## src/rtl/chtm_pkg.sv

```systemverilog
// Shared types and constants for the channel hit time merger.
package chtm_pkg;

  localparam int unsigned TimeW   = 20;
  localparam int unsigned EnergyW = 24;
  localparam int unsigned PartW   = 8;
  localparam int unsigned TrackW  = 16;
  localparam int unsigned PadW    = 4;
  localparam int unsigned StatW   = 3;
  localparam int unsigned EntryW  = TimeW + EnergyW + PartW + TrackW;
  localparam int unsigned NumW    = TimeW + EnergyW + 1;
  localparam int unsigned DenW    = EnergyW + 1;

  localparam logic [StatW-1:0] StNew      = 3'd0;
  localparam logic [StatW-1:0] StMerged   = 3'd1;
  localparam logic [StatW-1:0] StFull     = 3'd2;
  localparam logic [StatW-1:0] StIgnored  = 3'd3;
  localparam logic [StatW-1:0] StReadHit  = 3'd4;
  localparam logic [StatW-1:0] StReadNone = 3'd5;

  localparam logic OpDeposit = 1'b0;
  localparam logic OpReadout = 1'b1;

  localparam logic [0:0] CfgWindow    = 1'b0;
  localparam logic [0:0] CfgThreshold = 1'b1;

  typedef enum logic [3:0] {
    S_IDLE, S_DECIDE, S_SREQ, S_SCHK, S_MUL1, S_MUL2, S_DIV, S_MWR,
    S_NEWWR, S_EMIT, S_RREQ, S_RCHK, S_REMIT, S_RDONE
  } state_e;

  // Commands from the controller to the datapath.
  typedef struct packed {
    logic load_item;
    logic clr_idx;
    logic inc_idx;
    logic rd_slot;
    logic mul1;
    logic mul2;
    logic div_start;
    logic wr_merge;
    logic wr_new;
    logic clr_count;
    logic set_res;
    logic [StatW-1:0] res_status;
    logic res_zero;
    logic res_echo;
    logic res_last;
    logic res_hold;
    logic mark_last;
    logic flush_pending;
  } ctrl_t;

  // Status from the datapath to the controller.
  typedef struct packed {
    logic is_read;
    logic ignore;
    logic pad_bad;
    logic idx_end;
    logic full;
    logic hit_match;
    logic over_thr;
    logic div_done;
    logic out_busy;
  } stat_t;

endpackage

```

## src/rtl/chtm_ctrl.sv

```systemverilog
// Controller state machine for search, merge and readout sequencing.
module chtm_ctrl (
  input  logic            clk_i,
  input  logic            rst_ni,
  input  logic            s_tvalid_i,
  output logic            s_tready_o,
  input  chtm_pkg::stat_t stat_i,
  output chtm_pkg::ctrl_t ctrl_o
);
  chtm_pkg::state_e state_q, state_d;
  logic any_q, any_d;

  always_ff @(posedge clk_i or negedge rst_ni) begin
    if (!rst_ni) begin
      state_q <= chtm_pkg::S_IDLE;
      any_q   <= 1'b0;
    end else begin
      state_q <= state_d;
      any_q   <= any_d;
    end
  end

  always_comb begin
    state_d    = state_q;
    any_d      = any_q;
    ctrl_o     = '0;
    s_tready_o = 1'b0;
    unique case (state_q)
      chtm_pkg::S_IDLE: begin
        s_tready_o = 1'b1;
        if (s_tvalid_i) begin
          ctrl_o.load_item = 1'b1;
          state_d = chtm_pkg::S_DECIDE;
        end
      end
      chtm_pkg::S_DECIDE: begin
        ctrl_o.clr_idx = 1'b1;
        any_d = 1'b0;
        if (stat_i.is_read) begin
          state_d = stat_i.pad_bad ? chtm_pkg::S_RDONE : chtm_pkg::S_RREQ;
        end else if (stat_i.ignore) begin
          if (!stat_i.out_busy) begin
            ctrl_o.set_res = 1'b1;
            ctrl_o.res_status = chtm_pkg::StIgnored;
            ctrl_o.res_zero = 1'b1;
            ctrl_o.res_last = 1'b1;
            state_d = chtm_pkg::S_IDLE;
          end
        end else begin
          state_d = chtm_pkg::S_SREQ;
        end
      end
      chtm_pkg::S_SREQ: begin
        if (stat_i.idx_end) begin
          state_d = stat_i.full ? chtm_pkg::S_EMIT : chtm_pkg::S_NEWWR;
        end else begin
          state_d = chtm_pkg::S_SCHK;
        end
      end
      chtm_pkg::S_SCHK: begin
        if (stat_i.hit_match) begin
          ctrl_o.rd_slot = 1'b1;
          state_d = chtm_pkg::S_MUL1;
        end else begin
          ctrl_o.inc_idx = 1'b1;
          state_d = chtm_pkg::S_SREQ;
        end
      end
      chtm_pkg::S_MUL1: begin
        ctrl_o.mul1 = 1'b1;
        state_d = chtm_pkg::S_MUL2;
      end
      chtm_pkg::S_MUL2: begin
        ctrl_o.mul2 = 1'b1;
        state_d = chtm_pkg::S_DIV;
      end
      chtm_pkg::S_DIV: begin
        ctrl_o.div_start = 1'b1;
        state_d = chtm_pkg::S_MWR;
      end
      chtm_pkg::S_MWR: begin
        if (stat_i.div_done && !stat_i.out_busy) begin
          ctrl_o.wr_merge = 1'b1;
          ctrl_o.set_res = 1'b1;
          ctrl_o.res_status = chtm_pkg::StMerged;
          ctrl_o.res_last = 1'b1;
          state_d = chtm_pkg::S_IDLE;
        end
      end
      chtm_pkg::S_NEWWR: begin
        if (!stat_i.out_busy) begin
          ctrl_o.set_res = 1'b1;
          ctrl_o.res_status = chtm_pkg::StNew;
          ctrl_o.res_echo = 1'b1;
          ctrl_o.res_last = 1'b1;
          ctrl_o.wr_new = 1'b1;
          state_d = chtm_pkg::S_IDLE;
        end
      end
      chtm_pkg::S_EMIT: begin
        if (!stat_i.out_busy) begin
          ctrl_o.set_res = 1'b1;
          ctrl_o.res_status = chtm_pkg::StFull;
          ctrl_o.res_echo = 1'b1;
          ctrl_o.res_last = 1'b1;
          state_d = chtm_pkg::S_IDLE;
        end
      end
      chtm_pkg::S_RREQ: begin
        state_d = stat_i.idx_end ? chtm_pkg::S_RDONE : chtm_pkg::S_RCHK;
      end
      chtm_pkg::S_RCHK: begin
        if (stat_i.over_thr) begin
          state_d = chtm_pkg::S_REMIT;
        end else begin
          ctrl_o.inc_idx = 1'b1;
          state_d = chtm_pkg::S_RREQ;
        end
      end
      chtm_pkg::S_REMIT: begin
        // Each hit is held in the result register with last low until the
        // scan finds the next qualifying hit, which releases it, or ends,
        // which marks it as the final one.
        ctrl_o.flush_pending = 1'b1;
        if (!stat_i.out_busy) begin
          ctrl_o.set_res = 1'b1;
          ctrl_o.res_status = chtm_pkg::StReadHit;
          ctrl_o.res_last = 1'b0;
          ctrl_o.res_hold = 1'b1;
          ctrl_o.inc_idx = 1'b1;
          any_d = 1'b1;
          state_d = chtm_pkg::S_RREQ;
        end
      end
      chtm_pkg::S_RDONE: begin
        if (any_q) begin
          ctrl_o.clr_count = 1'b1;
          ctrl_o.mark_last = 1'b1;
          state_d = chtm_pkg::S_IDLE;
        end else if (!stat_i.out_busy) begin
          ctrl_o.clr_count = !stat_i.pad_bad;
          ctrl_o.set_res = 1'b1;
          ctrl_o.res_status = chtm_pkg::StReadNone;
          ctrl_o.res_zero = 1'b1;
          ctrl_o.res_last = 1'b1;
          state_d = chtm_pkg::S_IDLE;
        end
      end
      default: state_d = chtm_pkg::S_IDLE;
    endcase
  end

  assert property (@(posedge clk_i) disable iff (!rst_ni)
    ctrl_o.wr_new |-> !ctrl_o.wr_merge) else $error("two table writes at once");
  assert property (@(posedge clk_i) disable iff (!rst_ni)
    ctrl_o.set_res |-> !stat_i.out_busy) else $error("result overwritten");
  assert property (@(posedge clk_i) disable iff (!rst_ni)
    ctrl_o.load_item |=> state_q == chtm_pkg::S_DECIDE) else $error("item lost");
endmodule

```

## config.mk

```make
export PLATFORM = sky130hd
export DESIGN_NAME = chtm_ctrl
export DESIGN_NICKNAME = d
export VERILOG_FILES = /design/src/rtl/chtm_pkg.sv /design/src/rtl/chtm_ctrl.sv
export SDC_FILE = /design/constraint.sdc
export NUM_CORES = 1
export LEC_CHECK = 0
export ABC_AREA = 1
export BUFFER_PORTS_ARGS = -buffer_cell sky130_fd_sc_hd__buf_2
export CAP_MARGIN = 20
export CORE_MARGIN = 5
export CORE_UTILIZATION = 44
export DETAILED_ROUTE_END_ITERATION = 16
export MAX_ROUTING_LAYER = met4
export PLACE_DENSITY = 0.88
export SLEW_MARGIN = 10
export SYNTH_ARGS = -nofsm -noshare
export SYNTH_HDL_FRONTEND = slang
export SYNTH_SLANG_ARGS = --single-unit
```

## constraint.sdc

```tcl
create_clock -name clk_i -period 1.4 [get_ports clk_i]
set_input_delay 0 -clock clk_i [delete_from_list [all_inputs] [get_ports clk_i]]
set_output_delay 0 -clock clk_i [all_outputs]
set_load 0.02 [all_outputs]
```

==> impl_metrics.toml, run 1 <==
[outcome]
status = "finished with violations"
violations = "negative setup slack"

[cts]
h-tree-depth = 1
cts_tree = "done"
ctsRootBufferMaster = "clkbuf_4"
clk_pin_slew_ns = 0.06
clock_latency_ns = 0.26
cts_buffer_depth = 2
numCtsBuffers = 3
clock-sinks = 5

[floorplanning]
rows = 14
die_w_um = 48.93
die-area_um2 = 2394
top_level_ports = 33
initial_core_util = 0.4532
fp.dieH_um = 48.93
core_um2 = 1471

[final_layout]
instances_no_fill = 196
fin_area_um2 = 1171
layout-drive-gt1-share = 0.5278
antennaDiodeCount = 0
final_util = 0.7959
final_cell_mix = "nand2_1, buf_2, buf_4, nand3_1, inv_1"
layout_commonest_cell = "nand2_1"
syn_to_final_growth_pct = 75.61
finalNetCount = 193

[worst_setup_path]
arrival_ns = 1.57
rr_startpoint = "state_q[0]"
worstSetupEndpointType = "output pin"
cp-start-kind = "flop"
critPathLaunch = "state_q[0]"
crit_path_max_fanout = 6
required_ns = 1.40
critPathKind = "reg2out"

[grt]
grt_max_degree = 9
grt_pass1_vias = 1029
gr-total-overflow = 0
grt_pass1_wl_um = 5057
antenna_found_initial = 0
track_usage = 0.2748

[routing]
dr.pass1.iters = 5
drt_iter0_markers = 66
wl_per_cell_um = 16.77
vias = 1167
vias_per_cell = 5.954
met2_wirelength_um = 1514
finalWirelength_um = 3287
ant_nets = 0
drcViolationCount = 0
wl_met1_um = 1159
dr_wl_met3_um = 359
topRoutingLayerUsed = "met4"

[place]
place_inst = 175
port_buffers = 32
postPlaceCellArea_um2 = 842.1
dp_hpwl_um = 1840
place_congestion = 0.9323

[sta]
worst_slew_pin_slew_ns = 0.2195
finalMaxSlewViolations = 0
fin_tns_setup_ns = -1.148
setup_viol = 17
hold_viol_final = 0
setup_ws_ns = -0.1737
timing.slew.headroom = 0.8535
period_needed_ns = 1.574
timing.fmax_mhz = 635.5
fin_crit_sh = 1.124
rsz0062_at_grt = "true"
fin_skew_ns = 0.01307

[yosys]
syn_avg_cell_area_um2 = 5.210
yosysWarnings = 0
seq_area_frac_synth = 0.1876
synth_nets = 140
synth.distinct_cells = 19
synth-seq-cells = 5
syn_inst = 128
netlist_area_um2 = 666.9

[flow_run]
cap_violations = 0

[power_and_ir_drop]
p_leak_nw = 0.6923
power_density_nw_per_um2 = 1954
ir_drop_mv = 1.381
p_total_w = 0.002288

[hold_path]
hp-class = "in2reg"
min_from = "stat_i[8]"
## timing repair
action | CTS | global route
hold buffers | 1 | 0
setup buffers | 11 | 5
pin swaps | 8 | 2
endpoints found under the hold margin | 5 | 0
endpoints found under the setup margin | 11 | 21
gates resized for setup | 43 | 19
## through the flow
step | worst slack, ns | hold slack [ns]
2_1_floorplan | 0.05242 | -0.2956
3_3_place_gp | 0.08931 | -0.1786
3_5_place_dp | 0.07411 | -0.1750
4_1_cts | -0.03117 | 0.04206
5_1_grt | -0.2200 | 0.06091
6_report | -0.1737 | 0.04735
## flip-flops by register name (all words and copies together) (netlist names)
register,cells
state_q,4
any_q,1
## layer usage
layer  up-vias  GRT usage
met3        33    0.06116
li1        501          -
met4         0     0.1525
met1       519     0.3093
met5         -          -
met2       114     0.4457
## cell type report
cell class | instances | area, um2
multi-input cells | 97 | 548.0
repair buffers | 50 | 345.3
fillers | 99 | 300.3
flip-flops and latches | 5 | 130.1
inverters | 24 | 100.1
clock buffers | 3 | 22.52
well taps | 16 | 20.02
clock inverters | 1 | 5.005
## synth_stat cells, drive strengths merged
library cell / number / area share
a21oi: 2 / 0.021
buf: 2 / 0.019
dfrtp: 5 / 0.19
inv: 24 / 0.14
nand2: 39 / 0.22
nand3: 17 / 0.13
nand3b: 1 / 0.011
nand4: 3 / 0.028
nor2: 25 / 0.16
nor3: 3 / 0.023
o211ai: 1 / 0.011
o21a: 1 / 0.011
o21ai: 5 / 0.043
## worst max-delay path: stages, from the launching register on
cell	delay, ns
dfrtp_2	0.48
buf_4	0.17
nand2_4	0.10
nor3_4	0.06
nor2_2	0.19
nand3_1	0.14
buf_6	0.16
## cell families (layout without fill, tap and decap cells)
family | Yosys count | after routing | share of synthesized area
AND/OR/NAND/NOR | 88 | 88 | 0.5722
buffers and inverters | 26 | 78 | 0.1538
AO/OA/AOI/OAI | 9 | 9 | 0.08631
flip-flops | 5 | 5 | 0.1876
## worst paths after layout
check	to	cells after the start	slack [ns]
worst min-delay path	state_q[3]	3	0.05
min in group asynchronous	state_q[2]	2	0.09
worst min register to register	any_q	2	0.68
max in group asynchronous	any_q	2	1.15
worst max-delay path	ctrl_o[3]	6	-0.17
worst max register to register	state_q[1]	9	-0.02
## power by group
| group | switching [W] | internal [W] |
|---|---|---|
| logic | 0.00106 | 0.000664 |
| registers | 0.000155 | 0.000224 |
| clock network | 0.0000762 | 0.000104 |
Note: power is estimated with default switching activity, not from simulation.
==> run 2, diff against run 1 <==
- RECOVER_POWER: default -> 50
==> run 2 against run 1 <==
Flip-flop and latch count did not move; largest power group unchanged; cell count did not move; critical path depth did not move; via count did not move; combinational power barely moved; global-route usage did not move; clock skew fell by 0.0027 ns; sequential share of layout area barely moved; final area fell by 0.11%; first-iteration DRC count did not move; the run still ends with negative setup slack left; sequential power barely moved; largest cell class unchanged.
==> impl_metrics.toml, run 2 (synthesized netlist as in run 1, its figures left out) <==
[final_layout]
antennaDiodeCount = 0
regMostFlops = "state_q"
fin_area_um2 = 1170
layout_commonest_cell = "nand2_1"
fill_cells = 100
top_regs = "state_q x4, any_q x1"
instances_no_fill = 196
finalNetCount = 193
layout-drive-gt1-share = 0.5222
final_util = 0.7951
syn_to_final_growth_pct = 75.42
final_cell_mix = "nand2_1, buf_2, buf_4, nand3_1, inv_1"
largest_reg_flops = 4

[floorplanning]
rows = 14
die_w_um = 48.93
core_um2 = 1471
top_level_ports = 33
initial_core_util = 0.4532
fp.dieH_um = 48.93
die-area_um2 = 2394

[power_and_ir_drop]
p_total_w = 0.002290
p_leak_nw = 0.6895
ir_drop_mv = 1.374
power_density_nw_per_um2 = 1958

[worst_setup_path]
path_cells = "buf_4 -> nand2_4 -> nor3_4 -> nor2_2 -> nand3_1 -> buf_6"
worstSetupEndpointType = "output pin"
max_stage_delay_ns = 0.48
required_ns = 1.40
crit_path_max_fanout = 6
timing.rr.end = "state_q[1]"
critPathLaunch = "state_q[0]"
arrival_ns = 1.57
critPathKind = "reg2out"
slowest_stage = "dfrtp_2"
cp_top_family = "simple AND/OR/NAND/NOR gates"
ff2ff_setup_slack_ns = -0.02
reg2reg_depth = 9
rr_startpoint = "state_q[0]"
path_buf_inv = 2
cp-start-kind = "flop"

[routing]
dr.pass1.iters = 5
vias_per_cell = 5.954
vias = 1167
drt_iter0_markers = 66
wl_per_cell_um = 16.83
finalWirelength_um = 3299
drcViolationCount = 0
ant_nets = 0

[cts]
clk_pin_slew_ns = 0.06
cts_tree = "done"
cts_buffer_depth = 2
clock_latency_ns = 0.26
ctsRootBufferMaster = "clkbuf_4"
h-tree-depth = 1
clock-sinks = 5
numCtsBuffers = 3

[hold_path]
hold_path_depth = 3
min_from = "stat_i[8]"
hold_end = "state_q[3]"
hp-class = "in2reg"

[sta]
setup_viol = 17
fin_crit_sh = 1.123
hold_viol_final = 0
worst_slew_pin_slew_ns = 0.3328
finalMaxSlewViolations = 0
setup_ws_ns = -0.1719
timing.slew.headroom = 0.7781
timing.fmax_mhz = 636.2
fin_skew_ns = 0.01040
period_needed_ns = 1.572
rsz0062_at_grt = "true"

[outcome]
violations = "negative setup slack"
status = "finished with violations"

[place]
postPlaceCellArea_um2 = 842.1
place_inst = 175
port_buffers = 32
dp_hpwl_um = 1840
post-place-ws_ns = 0.07411
place_congestion = 0.9323

[grt]
grt_pass1_vias = 1029
track_usage = 0.2748
gr-total-overflow = 0
antenna_found_initial = 0
grt_pass1_wl_um = 5057
grt_max_degree = 9

[flow_run]
cap_violations = 0
-- run 2: where the power goes --
| part | total (W) | internal [W] | switching [W] |
|---|---|---|---|
| clock | 0.000178 | 0.000104 | 0.0000739 |
| combinational | 0.00173 | 0.000664 | 0.00107 |
| sequential | 0.000380 | 0.000224 | 0.000156 |
| total | 0.00229 | 0.000992 | 0.00130 |
-- run 2: metrics by stage --
stage          hold WS (ns)  TNS [ns]
2_1_floorplan       -0.2956         0
3_3_place_gp        -0.1786         0
3_5_place_dp        -0.1750         0
4_1_cts             0.04206  -0.07001
5_1_grt             0.06091    -2.156
6_report            0.04842    -1.129
-- run 2: how the worst max path moves through the flow --
stage | slack, ns | depth (start not counted) | end
floorplan | 0.05 | 6 | ctrl_o[9]
global placement | 0.09 | 8 | state_q[1]
detailed placement | 0.07 | 6 | ctrl_o[3]
CTS | -0.03 | 7 | ctrl_o[9]
global route | -0.22 | 6 | ctrl_o[3]
finish | -0.17 | 6 | ctrl_o[3]
-- run 2: tightest hold or removal path, stage by stage --
cell	delay, ns
buf_2	0.10
o21ai_0	0.08
nand4_1	0.08
-- run 2: final cells by class --
cell class,instances,area [um2],area share
Clock buffer,3,22.52,0.01925
Clock inverter,1,5.005,0.004278
Inverter,24,100.1,0.08556
Multi-Input combinational cell,97,548.0,0.4685
Sequential cell,5,130.1,0.1112
Tap cell,16,20.02,0.01711
Timing Repair Buffer,50,344.1,0.2941
-- run 2: routing by layer --
| metal | vias to the layer above | share of wire | track usage |
|---|---|---|---|
| li1 | 501 | - | - |
| met3 | 36 | 0.11 | 0.06116 |
| met4 | 0 | 0.078 | 0.1525 |
| met1 | 518 | 0.36 | 0.3093 |
| met2 | 112 | 0.46 | 0.4457 |
| met5 | - | 0 | - |
-- run 2: repair_timing --
item / CTS / global route
setup buffers: 11 / 5
endpoints found under the hold margin: 5 / 0
pin swaps: 8 / 2
resized for setup: 43 / 19
hold buffers: 1 / 0
endpoints found under the setup margin: 11 / 21
